<file path="src/rtl/pidsc_pkg.sv">
// Shared types, constants and helper functions for the speed PID controller.
package pidsc_pkg;

    localparam int W_WORD      = 64;
    localparam int GAIN_SCALE  = 1000;
    localparam int K_MILLI     = 1000;
    localparam int K_IDIV      = GAIN_SCALE * 1000;
    localparam int W_EI        = 48;
    localparam int W_DF        = 40;
    localparam int W_SPEED     = 17;
    localparam int W_DUTY      = 16;
    localparam int W_PTERM     = 25;

    typedef logic signed [W_WORD-1:0] t_word;

    // Configuration register indexes
    typedef enum logic [2:0] {
        CFG_GAIN_P    = 3'd0,
        CFG_GAIN_I    = 3'd1,
        CFG_GAIN_D    = 3'd2,
        CFG_FF_DUTY   = 3'd3,
        CFG_FF_SPEED  = 3'd4,
        CFG_OUT_MIN   = 3'd5,
        CFG_OUT_MAX   = 3'd6,
        CFG_PERIOD    = 3'd7
    } t_cfg_idx;

    // Sequencer states
    typedef enum logic [1:0] {
        S_IDLE,
        S_ISSUE,
        S_WAIT,
        S_DONE
    } t_state;

    // Arithmetic steps of one update, in issue order
    typedef enum logic [3:0] {
        ST_LIM_MUL,
        ST_LIM_DIV,
        ST_FF_MUL,
        ST_FF_DIV,
        ST_P_MUL,
        ST_P_DIV,
        ST_R_MUL,
        ST_R_DIV,
        ST_D_MUL,
        ST_D_DIV,
        ST_F_DIV,
        ST_E_MUL,
        ST_CI_MUL,
        ST_CI_DIV,
        ST_I_MUL,
        ST_I_DIV
    } t_step;

    // Request to and status from the serial arithmetic unit
    typedef struct packed {
        logic start;
        logic is_div;
    } t_su_req;

    typedef struct packed {
        logic busy;
        logic done;
    } t_su_rsp;

    // Clamp a wide value to the output limits
    function automatic logic signed [W_DUTY-1:0] clamp_out(
        input t_word v,
        input logic signed [W_DUTY-1:0] lo,
        input logic signed [W_DUTY-1:0] hi
    );
        logic signed [W_DUTY-1:0] r;
        if (v < W_WORD'(lo)) begin
            r = lo;
        end else if (v > W_WORD'(hi)) begin
            r = hi;
        end else begin
            r = v[W_DUTY-1:0];
        end
        return r;
    endfunction

    // Clamp a wide value to +-lim
    function automatic t_word clamp_sym(input t_word v, input t_word lim);
        t_word r;
        if (v > lim) begin
            r = lim;
        end else if (v < -lim) begin
            r = -lim;
        end else begin
            r = v;
        end
        return r;
    endfunction

endpackage

</file>
<file path="src/rtl/pidsc_in_if.sv">
// Input channel: one control update or clear transaction.
interface pidsc_in_if;
    import pidsc_pkg::*;

    logic                      valid;
    logic                      ready;
    logic                      action;
    logic signed [W_SPEED-1:0] target_speed;
    logic signed [W_SPEED-1:0] measured_speed;

    modport source (output valid, output action, output target_speed,
                    output measured_speed, input ready);
    modport sink   (input valid, input action, input target_speed,
                    input measured_speed, output ready);
endinterface

</file>
<file path="src/rtl/pidsc_out_if.sv">
// Output channel: one duty result transaction.
interface pidsc_out_if;
    import pidsc_pkg::*;

    logic                     valid;
    logic                     ready;
    logic signed [W_DUTY-1:0] duty;

    modport source (output valid, output duty, input ready);
    modport sink   (input valid, input duty, output ready);
endinterface

</file>
<file path="src/rtl/pidsc_serial_unit.sv">
// Bit-serial signed multiplier and truncating divider, one bit per cycle.
module pidsc_serial_unit
    import pidsc_pkg::*;
(
    input  logic    i_clk,
    input  logic    i_rst_n,
    input  t_su_req i_req,
    input  t_word   i_a,
    input  t_word   i_b,
    output t_su_rsp o_rsp,
    output t_word   o_result
);

    localparam int W_CNT = $clog2(W_WORD);

    logic              r_busy, n_busy;
    logic              r_done, n_done;
    logic              r_div,  n_div;
    logic              r_neg,  n_neg;
    logic [W_CNT-1:0]  r_cnt,  n_cnt;
    logic [W_WORD-1:0] r_x, n_x;
    logic [W_WORD-1:0] r_y, n_y;
    logic [W_WORD-1:0] r_acc, n_acc;

    logic [W_WORD-1:0] w_mag_a, w_mag_b, w_trial, w_val;

    assign w_mag_a = i_a[W_WORD-1] ? W_WORD'(-i_a) : W_WORD'(i_a);
    assign w_mag_b = i_b[W_WORD-1] ? W_WORD'(-i_b) : W_WORD'(i_b);
    assign w_trial = {r_acc[W_WORD-2:0], r_y[W_WORD-1]};

    // Load on start, then one bit of product or quotient per cycle
    always_comb begin
        n_busy = r_busy;
        n_done = 1'b0;
        n_div  = r_div;
        n_neg  = r_neg;
        n_cnt  = r_cnt;
        n_x    = r_x;
        n_y    = r_y;
        n_acc  = r_acc;
        if (i_req.start && !r_busy) begin
            n_busy = 1'b1;
            n_div  = i_req.is_div;
            n_neg  = i_a[W_WORD-1] ^ i_b[W_WORD-1];
            n_cnt  = '0;
            n_acc  = '0;
            n_x    = i_req.is_div ? w_mag_b : w_mag_a;
            n_y    = i_req.is_div ? w_mag_a : w_mag_b;
        end else if (r_busy) begin
            if (r_div) begin
                if (w_trial >= r_x) begin
                    n_acc = w_trial - r_x;
                    n_y   = {r_y[W_WORD-2:0], 1'b1};
                end else begin
                    n_acc = w_trial;
                    n_y   = {r_y[W_WORD-2:0], 1'b0};
                end
            end else begin
                n_acc = r_y[0] ? (r_acc + r_x) : r_acc;
                n_x   = {r_x[W_WORD-2:0], 1'b0};
                n_y   = {1'b0, r_y[W_WORD-1:1]};
            end
            n_cnt = r_cnt + W_CNT'(1);
            if (r_cnt == {W_CNT{1'b1}}) begin
                n_busy = 1'b0;
                n_done = 1'b1;
            end
        end
    end

    always_ff @(posedge i_clk) begin
        if (!i_rst_n) begin
            r_busy <= 1'b0;
            r_done <= 1'b0;
        end else begin
            r_busy <= n_busy;
            r_done <= n_done;
        end
        r_div <= n_div;
        r_neg <= n_neg;
        r_cnt <= n_cnt;
        r_x   <= n_x;
        r_y   <= n_y;
        r_acc <= n_acc;
    end

    // Apply the sign of the result
    assign w_val       = r_div ? r_y : r_acc;
    assign o_result    = r_neg ? -t_word'(w_val) : t_word'(w_val);
    assign o_rsp.busy  = r_busy;
    assign o_rsp.done  = r_done;

endmodule

</file>
<file path="src/rtl/pid_speed_controller_ff_antiwindup_unit.sv">
// Speed PID controller with feed-forward and conditional-integration anti-windup.
// Each update transaction runs sixteen multiply or divide steps through one bit-serial
// arithmetic unit that retires one bit per cycle over 64-bit operands. The first sample
// after reset or a clear skips the five derivative steps. A clear transaction returns
// duty 0. Inputs are taken only while no update is running; the finished duty waits in
// an output register so the next transaction can be accepted.
module pid_speed_controller_ff_antiwindup_unit
    import pidsc_pkg::*;
(
    input  logic                 i_clk,
    input  logic                 i_rst_n,
    input  logic                 i_cfg_we,
    input  logic [2:0]           i_cfg_index,
    input  logic [15:0]          i_cfg_data,
    pidsc_in_if.sink             i_item,
    pidsc_out_if.source          o_result
);

    // Configuration registers
    logic [15:0]              r_gain_p, r_gain_i, r_gain_d, r_ff_speed;
    logic [14:0]              r_ff_duty;
    logic signed [15:0]       r_out_min, r_out_max;
    logic [9:0]               r_period;

    always_ff @(posedge i_clk) begin
        if (!i_rst_n) begin
            r_gain_p   <= '0;
            r_gain_i   <= '0;
            r_gain_d   <= '0;
            r_ff_duty  <= '0;
            r_ff_speed <= 16'd1;
            r_out_min  <= '0;
            r_out_max  <= '0;
            r_period   <= 10'd1;
        end else if (i_cfg_we) begin
            unique case (t_cfg_idx'(i_cfg_index))
                CFG_GAIN_P:   r_gain_p   <= i_cfg_data;
                CFG_GAIN_I:   r_gain_i   <= i_cfg_data;
                CFG_GAIN_D:   r_gain_d   <= i_cfg_data;
                CFG_FF_DUTY:  r_ff_duty  <= i_cfg_data[14:0];
                CFG_FF_SPEED: r_ff_speed <= i_cfg_data;
                CFG_OUT_MIN:  r_out_min  <= i_cfg_data;
                CFG_OUT_MAX:  r_out_max  <= i_cfg_data;
                CFG_PERIOD:   r_period   <= i_cfg_data[9:0];
                default:      r_gain_p   <= r_gain_p;
            endcase
        end
    end

    // Sequencer and controller state
    t_state                       r_state, n_state;
    t_step                        r_step, n_step;
    logic signed [W_SPEED-1:0]    r_tgt, n_tgt;
    logic signed [W_SPEED-1:0]    r_meas, n_meas;
    logic signed [W_SPEED:0]      r_err, n_err;
    logic signed [W_SPEED-1:0]    r_last, n_last;
    logic                         r_have_last, n_have_last;
    logic signed [W_EI-1:0]       r_ei, n_ei;
    logic signed [W_DF-1:0]       r_df, n_df;
    logic signed [W_EI-1:0]       r_lim, n_lim;
    logic signed [W_EI-1:0]       r_cand, n_cand;
    logic signed [W_DUTY-1:0]     r_ff, n_ff;
    logic signed [W_PTERM-1:0]    r_p, n_p;
    t_word                        r_t, n_t;
    logic signed [W_DUTY-1:0]     r_res, n_res;
    logic                         r_ovalid, n_ovalid;
    logic signed [W_DUTY-1:0]     r_duty, n_duty;

    t_su_req                      w_req;
    t_su_rsp                      w_rsp;
    logic                         w_start, w_is_div;
    t_word                        w_a, w_b, w_q;

    logic signed [W_DUTY-1:0]     w_lo, w_hi;
    t_word                        w_span, w_per, w_ffmax, w_gi, w_sum, w_lim_new;
    t_word                        w_ei_rc, w_cand_cl;
    logic                         w_accept;

    // Effective limits and guarded divisors
    assign w_lo     = (r_out_min <= r_out_max) ? r_out_min : r_out_max;
    assign w_hi     = (r_out_min <= r_out_max) ? r_out_max : r_out_min;
    assign w_span   = W_WORD'(w_hi) - W_WORD'(w_lo);
    assign w_per    = (r_period == '0) ? t_word'(1) : t_word'({54'd0, r_period});
    assign w_ffmax  = (r_ff_speed == '0) ? t_word'(1) : t_word'({48'd0, r_ff_speed});
    assign w_gi     = t_word'({48'd0, r_gain_i});
    assign w_accept = i_item.valid && i_item.ready;

    // Operand selection for the current step
    always_comb begin
        w_is_div = 1'b1;
        w_a      = r_t;
        w_b      = t_word'(K_MILLI);
        unique case (r_step)
            ST_LIM_MUL: begin
                w_is_div = 1'b0;
                w_a      = w_span;
                w_b      = t_word'(K_IDIV);
            end
            ST_LIM_DIV: w_b = w_gi;
            ST_FF_MUL: begin
                w_is_div = 1'b0;
                w_a      = W_WORD'(r_tgt);
                w_b      = t_word'({49'd0, r_ff_duty});
            end
            ST_FF_DIV: begin
                w_a = r_t + (w_ffmax >>> 1);
                w_b = w_ffmax;
            end
            ST_P_MUL: begin
                w_is_div = 1'b0;
                w_a      = t_word'({48'd0, r_gain_p});
                w_b      = W_WORD'(r_err);
            end
            ST_P_DIV: w_b = t_word'(K_MILLI);
            ST_R_MUL: begin
                w_is_div = 1'b0;
                w_a      = W_WORD'(r_meas) - W_WORD'(r_last);
                w_b      = t_word'(K_MILLI);
            end
            ST_R_DIV: w_b = w_per;
            ST_D_MUL: begin
                w_is_div = 1'b0;
                w_a      = t_word'({48'd0, r_gain_d});
                w_b      = r_t;
            end
            ST_D_DIV: w_a = -r_t;
            // 200*raw + 800*filtered as shifts and adds
            ST_F_DIV: begin
                w_a = (r_t <<< 7) + (r_t <<< 6) + (r_t <<< 3)
                    + (W_WORD'(r_df) <<< 9) + (W_WORD'(r_df) <<< 8)
                    + (W_WORD'(r_df) <<< 5);
            end
            ST_E_MUL: begin
                w_is_div = 1'b0;
                w_a      = W_WORD'(r_err);
                w_b      = w_per;
            end
            ST_CI_MUL: begin
                w_is_div = 1'b0;
                w_a      = w_gi;
                w_b      = W_WORD'(r_cand);
            end
            ST_CI_DIV: w_b = t_word'(K_IDIV);
            ST_I_MUL: begin
                w_is_div = 1'b0;
                w_a      = w_gi;
                w_b      = W_WORD'(r_ei);
            end
            ST_I_DIV: w_b = t_word'(K_IDIV);
            default:  w_b = t_word'(K_MILLI);
        endcase
    end

    assign w_req = '{start: w_start, is_div: w_is_div};

    pidsc_serial_unit u_serial (
        .i_clk    (i_clk),
        .i_rst_n  (i_rst_n),
        .i_req    (w_req),
        .i_a      (w_a),
        .i_b      (w_b),
        .o_rsp    (w_rsp),
        .o_result (w_q)
    );

    assign w_sum     = W_WORD'(r_ff) + W_WORD'(r_p) + w_q + W_WORD'(r_df);
    assign w_lim_new = (r_gain_i == '0) ? t_word'(0) : w_q;
    assign w_ei_rc   = clamp_sym(W_WORD'(r_ei), w_lim_new);
    assign w_cand_cl = clamp_sym(W_WORD'(r_ei) + w_q, W_WORD'(r_lim));

    // Next state, step post-processing and handshakes
    always_comb begin
        n_state     = r_state;
        n_step      = r_step;
        n_tgt       = r_tgt;
        n_meas      = r_meas;
        n_err       = r_err;
        n_last      = r_last;
        n_have_last = r_have_last;
        n_ei        = r_ei;
        n_df        = r_df;
        n_lim       = r_lim;
        n_cand      = r_cand;
        n_ff        = r_ff;
        n_p         = r_p;
        n_t         = r_t;
        n_res       = r_res;
        n_duty      = r_duty;
        n_ovalid    = r_ovalid && !o_result.ready;
        w_start     = 1'b0;
        unique case (r_state)
            S_IDLE: begin
                if (w_accept) begin
                    if (i_item.action) begin
                        n_last      = '0;
                        n_have_last = 1'b0;
                        n_ei        = '0;
                        n_df        = '0;
                        n_res       = '0;
                        n_state     = S_DONE;
                    end else begin
                        n_tgt   = i_item.target_speed;
                        n_meas  = i_item.measured_speed;
                        n_err   = (W_SPEED+1)'(i_item.target_speed)
                                  - (W_SPEED+1)'(i_item.measured_speed);
                        n_step  = ST_LIM_MUL;
                        n_state = S_ISSUE;
                    end
                end
            end
            S_ISSUE: begin
                w_start = 1'b1;
                n_state = S_WAIT;
            end
            S_WAIT: begin
                if (w_rsp.done) begin
                    n_t     = w_q;
                    n_step  = t_step'(r_step + 4'd1);
                    n_state = S_ISSUE;
                    case (r_step)
                        // Integral limit, then reclamp the stored integral
                        ST_LIM_DIV: begin
                            n_lim = w_lim_new[W_EI-1:0];
                            n_ei  = w_ei_rc[W_EI-1:0];
                        end
                        ST_FF_DIV: begin
                            n_ff = (r_tgt > 0 && r_ff_duty != '0)
                                 ? clamp_out(w_q, w_lo, w_hi) : '0;
                        end
                        // Skip the derivative on the first sample
                        ST_P_DIV: begin
                            n_p = w_q[W_PTERM-1:0];
                            if (!r_have_last) begin
                                n_df   = '0;
                                n_step = ST_E_MUL;
                            end
                        end
                        ST_F_DIV: n_df = w_q[W_DF-1:0];
                        ST_E_MUL: begin
                            n_cand = w_cand_cl[W_EI-1:0];
                        end
                        // Commit the integral unless it winds further into saturation
                        ST_CI_DIV: begin
                            if ((w_sum >= W_WORD'(w_lo) && w_sum <= W_WORD'(w_hi)) ||
                                (w_sum > W_WORD'(w_hi) && r_err < 0) ||
                                (w_sum < W_WORD'(w_lo) && r_err > 0)) begin
                                n_ei = r_cand;
                            end
                        end
                        ST_I_DIV: begin
                            n_res       = clamp_out(w_sum, w_lo, w_hi);
                            n_last      = r_meas;
                            n_have_last = 1'b1;
                            n_state     = S_DONE;
                        end
                        default: n_t = w_q;
                    endcase
                end
            end
            S_DONE: begin
                if (!r_ovalid || o_result.ready) begin
                    n_ovalid = 1'b1;
                    n_duty   = r_res;
                    n_state  = S_IDLE;
                end
            end
            default: n_state = S_IDLE;
        endcase
    end

    always_ff @(posedge i_clk) begin
        if (!i_rst_n) begin
            r_state     <= S_IDLE;
            r_step      <= ST_LIM_MUL;
            r_ovalid    <= 1'b0;
            r_last      <= '0;
            r_have_last <= 1'b0;
            r_ei        <= '0;
            r_df        <= '0;
        end else begin
            r_state     <= n_state;
            r_step      <= n_step;
            r_ovalid    <= n_ovalid;
            r_last      <= n_last;
            r_have_last <= n_have_last;
            r_ei        <= n_ei;
            r_df        <= n_df;
        end
        r_tgt  <= n_tgt;
        r_meas <= n_meas;
        r_err  <= n_err;
        r_lim  <= n_lim;
        r_cand <= n_cand;
        r_ff   <= n_ff;
        r_p    <= n_p;
        r_t    <= n_t;
        r_res  <= n_res;
        r_duty <= n_duty;
    end

    assign i_item.ready   = (r_state == S_IDLE);
    assign o_result.valid = r_ovalid;
    assign o_result.duty  = r_duty;

    // The arithmetic unit is only started when it is free
    a_start_free: assert property (@(posedge i_clk) disable iff (!i_rst_n)
        w_req.start |-> !w_rsp.busy)
        else $error("serial unit started while busy");

    // A clear transaction empties the controller state
    a_clear_empties: assert property (@(posedge i_clk) disable iff (!i_rst_n)
        (w_accept && i_item.action) |=> (!r_have_last && r_ei == '0 && r_df == '0))
        else $error("clear left state behind");

    // A finished transaction has either taken a sample or left the state empty
    a_done_state: assert property (@(posedge i_clk) disable iff (!i_rst_n)
        (r_state == S_DONE) |-> (r_have_last || (r_ei == '0 && r_df == '0)))
        else $error("inconsistent state at end of transaction");

endmodule
</file>
<file path="src/flat_wrapper.sv">
// flat-port wrapper written by rule: the top's interface ports become plain ports
module pid_speed_controller_ff_antiwindup_unit_flat import pidsc_pkg::*;
  (i_clk, i_rst_n, i_cfg_we, i_cfg_index, i_cfg_data, i_item_valid, i_item_action, i_item_target_speed, i_item_measured_speed, i_item_ready, o_result_valid, o_result_duty, o_result_ready);
  pidsc_in_if i_item_i ();
  pidsc_out_if o_result_i ();
  input  logic i_clk;
  input  logic i_rst_n;
  input  logic i_cfg_we;
  input  logic [2:0] i_cfg_index;
  input  logic [15:0] i_cfg_data;
  input wire logic [$bits(i_item_i.valid)-1:0] i_item_valid;
  input wire logic [$bits(i_item_i.action)-1:0] i_item_action;
  input wire logic [$bits(i_item_i.target_speed)-1:0] i_item_target_speed;
  input wire logic [$bits(i_item_i.measured_speed)-1:0] i_item_measured_speed;
  output wire logic [$bits(i_item_i.ready)-1:0] i_item_ready;
  output wire logic [$bits(o_result_i.valid)-1:0] o_result_valid;
  output wire logic [$bits(o_result_i.duty)-1:0] o_result_duty;
  input wire logic [$bits(o_result_i.ready)-1:0] o_result_ready;
  assign i_item_i.valid = i_item_valid;
  assign i_item_i.action = i_item_action;
  assign i_item_i.target_speed = i_item_target_speed;
  assign i_item_i.measured_speed = i_item_measured_speed;
  assign i_item_ready = i_item_i.ready;
  assign o_result_valid = o_result_i.valid;
  assign o_result_duty = o_result_i.duty;
  assign o_result_i.ready = o_result_ready;
  pid_speed_controller_ff_antiwindup_unit u_core (.i_clk(i_clk), .i_rst_n(i_rst_n), .i_cfg_we(i_cfg_we), .i_cfg_index(i_cfg_index), .i_cfg_data(i_cfg_data), .i_item(i_item_i), .o_result(o_result_i));
endmodule
</file>
<file path="config.mk">
export PLATFORM = sky130hd
export DESIGN_NAME = pid_speed_controller_ff_antiwindup_unit_flat
export DESIGN_NICKNAME = d
export VERILOG_FILES = /design/src/rtl/pidsc_pkg.sv /design/src/rtl/pidsc_in_if.sv /design/src/rtl/pidsc_out_if.sv /design/src/rtl/pidsc_serial_unit.sv /design/src/rtl/pid_speed_controller_ff_antiwindup_unit.sv /design/src/flat_wrapper.sv
export SDC_FILE = /design/constraint.sdc
export NUM_CORES = 2
export LEC_CHECK = 0
export ABC_AREA = 1
export BUFFER_PORTS_ARGS = -buffer_cell sky130_fd_sc_hd__buf_4
export CORE_ASPECT_RATIO = 2
export CORE_MARGIN = 1
export CORE_UTILIZATION = 50
export CTS_CLUSTER_DIAMETER = 200
export CTS_CLUSTER_SIZE = 14
export DETAILED_ROUTE_END_ITERATION = 10
export GPL_TIMING_DRIVEN = 1
export MAX_ROUTING_LAYER = met4
export PLACE_DENSITY = 0.68
export SETUP_SLACK_MARGIN = 0.1
export SLEW_MARGIN = 20
export SYNTH_ARGS = -nofsm -noshare
export SYNTH_HDL_FRONTEND = slang
export SYNTH_SLANG_ARGS = --single-unit
</file>
<file path="constraint.sdc">
create_clock -name i_clk -period 10.3 [get_ports i_clk]
set_input_delay 2.06 -clock i_clk [delete_from_list [all_inputs] [get_ports i_clk]]
set_output_delay 2.06 -clock i_clk [all_outputs]
set_load 0.1 [all_outputs]
</file>
==> impl_metrics.toml <==
[power]
intPower_mw = 10.39
irDropWorstVdd_mv = 0.4897
p_sw_share_pct = 57.72
power_frac_seq_pct = 16.8
switchingPower_mw = 14.18
p_leak_nw = 44.73
powerDensity_mw_per_mm2 = 259.6
clockPowerShare_pct = 9.4
comb_power_share_pct = 73.8

[worst_hold_path]
hold_path_depth = 0
hold_path.class = "flop to flop"

[logic_synthesis]
yosysSeqAreaShare_pct = 21.13
yosysWarnings = 0
synth_area_leader_cell = "ha_1"
syn_area_per_cell_um2 = 6.884
synth_ff_type = "edfxtp_1"
syn_nets = 14130
synth_edf_count = 415
syn-instance-count = 12780
synthTopCellsByCount = "nand2_1 (2702), inv_1 (1645), nor2_1 (1306), a21oi_1 (1192), ha_1 (1037)"
synthArstFlopShare_pct = 0
synthTopCellsByArea = "ha_1 (15%), edfxtp_1 (14%), nand2_1 (12%)"
ys_ff_latch = 721
synth_cell_types = 76
synth_area_mm2 = 0.08796
synth_top_area_share_pct = 14.75
synth_most_common_cell = "nand2_1"

[cts]
cts_inserted_buffers = 57
clock_latency_ns = 0.78
cts_max_path_buffers = 3
clk_pin_slew_ns = 0.08
cts_tree = "yes"
holdBufCountCts = 0
clockRootBuffer = "clkbuf_16"
h-tree-depth = 2
cts_sinks = 721

[sta]
fin_crit_ns = 10.01
finalMaxSlewViolations = 0
hold_viol = 0
fin_crit_sh_pct = 97.15
clock_skew_ns = 0.05394
rsz0062_at_grt = "no"
setup_viol = 0
worst_pin_slew_ns = 1.251
worst_slack_ns = 0.2939
fmax_mhz = 99.94
relSlewSlack_pct = 15.31
tns_ns = 0

[route]
vias = 96980
drt_drc_violations_left = 0
routedWlPerCell_um = 28.96
drt-initial-drc-count = 10100
drt-total-wl_um = 440900
drt_pass1_iterations = 7
ant_nets = 0
routed_via_density = 6.371

[worst_setup_path]
worstPathRequired_ns = 10.81
path_class = "flop to flop"
worst-path-stages = 38
cpMaxStageDelayCell = "nor4_4"
critPathBufInv = 11
crit_path_start_kind = "flop"
slowest_delay_ns = 0.63
crit_family = "simple AND/OR/NAND/NOR gates"
arrival_ns = 10.52
path_common_cell = "buf_4"
end_kind = "flop"
rr_worst_depth = 38
cp_max_fo = 55

[floorplanning]
start_util_pct = 50.38
die-area_mm2 = 0.1777
num_rows = 217
core_area_mm2 = 0.1746
pin_count = 77
die_w_um = 298.6
die_y_um = 595.2

[layout]
fin_nets = 14210
final_area_mm2 = 0.09464
area_growth_pct = 7.603
drive_gt1_share_pct = 5.520

[placement]
placed_area_mm2 = 0.09249
io_buffers = 76
finalWeightedCongestion = 1.160
dp_hpwl_um = 360700
pre_cts_ws_ns = -0.8740

[grt]
grt_overflow_total = 0
antenna_found_initial = 18
grtUsageTotal_pct = 49.78
grt_pass1_vias = 97020
grt_pass1_wl_um = 629800
grt_max_degree = 151

[job]
cap_violations = 0

[status]
outcome = "complete, no violations"
-- what timing repair did --
action                                  4_1_cts  5_1_grt
gates resized for setup                      12       47
pin swaps                                     2        5
endpoints found under the setup margin      112      112
buffers inserted                              2        6
-- logic make-up after synthesis --
| kind of cell | synth area share, % |
|---|---|
| xor gates and xnor gates | 4.588 |
| muxes | 0.01138 |
| and+or+nand+nor | 25.40 |
| adders and majority gates | 20.69 |
| buffers and inverters | 8.938 |
| AOI/OAI and AO/OA | 19.24 |
| DFF | 21.13 |
-- per-layer routing --
layer	vias to the layer above	GRT usage (%)	share of wire (%)
met5	-	-	0
met2	5706	82.02	47
li1	43580	-	-
met3	2469	10.79	8.5
met1	45230	45.38	31
met4	0	54.56	14
-- final timing paths --
kind                               from                 endpoint  slack [ns]
hold / removal          u_core.r_res[4]  u_core.o_result.duty[4]        0.42
setup / recovery  u_core.u_serial.r_div        u_core.r_cand[44]        0.29
hold reg to reg         u_core.r_res[4]  u_core.o_result.duty[4]        0.42
setup reg to reg  u_core.u_serial.r_div        u_core.r_cand[44]        0.29
-- metrics by stage --
stage / power [mW] / utilization [%] / hold WS, ns / instances
5_1_grt: 26.02 / 54.21 / 0.4296 / 15220
3_5_place_dp: 21.46 / 52.98 / 0.4056 / 15080
4_1_cts: 23.82 / 53.98 / 0.4119 / 15190
3_3_place_gp: 21.03 / 52.98 / 0.4021 / 15080
2_1_floorplan: 15.04 / - / 0.4003 / 12780
6_report: 24.57 / 54.21 / 0.4181 / 15220
-- flip-flops by register name, summed over array words and instances (netlist names), 18 cells and up --
| signal | flops |
|---|---|
| u_core.r_p | 25 |
| u_core.r_cand | 48 |
| u_core.u_serial.r_x | 64 |
| u_core.r_df | 40 |
| u_core.r_err | 18 |
| u_core.r_ei | 48 |
| u_core.r_lim | 48 |
| u_core.r_t | 64 |
| u_core.u_serial.r_y | 64 |
| u_core.u_serial.r_acc | 64 |
-- layout make-up --
cell class,instances,area (um^2)
Antenna cell,25,62.56
Clock buffer,102,1617
Clock inverter,3,55.05
Fill cell,17350,79940
Inverter,1683,6327
Multi-Input combinational cell,10000,62070
Sequential cell,721,18590
Tap cell,2299,2877
Timing Repair Buffer,387,3044
-- power groups by stage --
stage                     Sequential, mW  Combinational (mW)  Clock [mW]
final                               4.12                18.1        2.32
after global routing                4.14                19.5        2.39
after CTS                           4.09                17.4        2.30
after detailed placement            4.15                17.3           0
after global placement              4.15                16.9           0
after floorplan                     3.99                11.0           0
-- layout by cell type (no fill, tap or decap), types with 261 or more instances in the layout --
cell	synthesis	final
ha_1	1037	1036
edfxtp_1	415	415
o21ai_0	913	901
nand3_1	559	554
buf_4	5	373
a21oi_1	1192	1188
nor2_1	1306	1287
fa_1	261	261
nand2_1	2702	2698
inv_1	1645	1636
xor2_1	331	325
dfxtp_1	306	304
-- worst register-to-register path, delay by kind of cell, from the launching register on --
kind	cells	cell delay, ns
buffers and inverters	11	2.19
AOI/OAI and AO/OA	8	2.00
xor gates and xnor gates	2	0.46
and+or+nand+nor	15	3.84
adders and majority gates	2	0.74
DFF	1	0.56
Power figures use the tool's default switching activity.
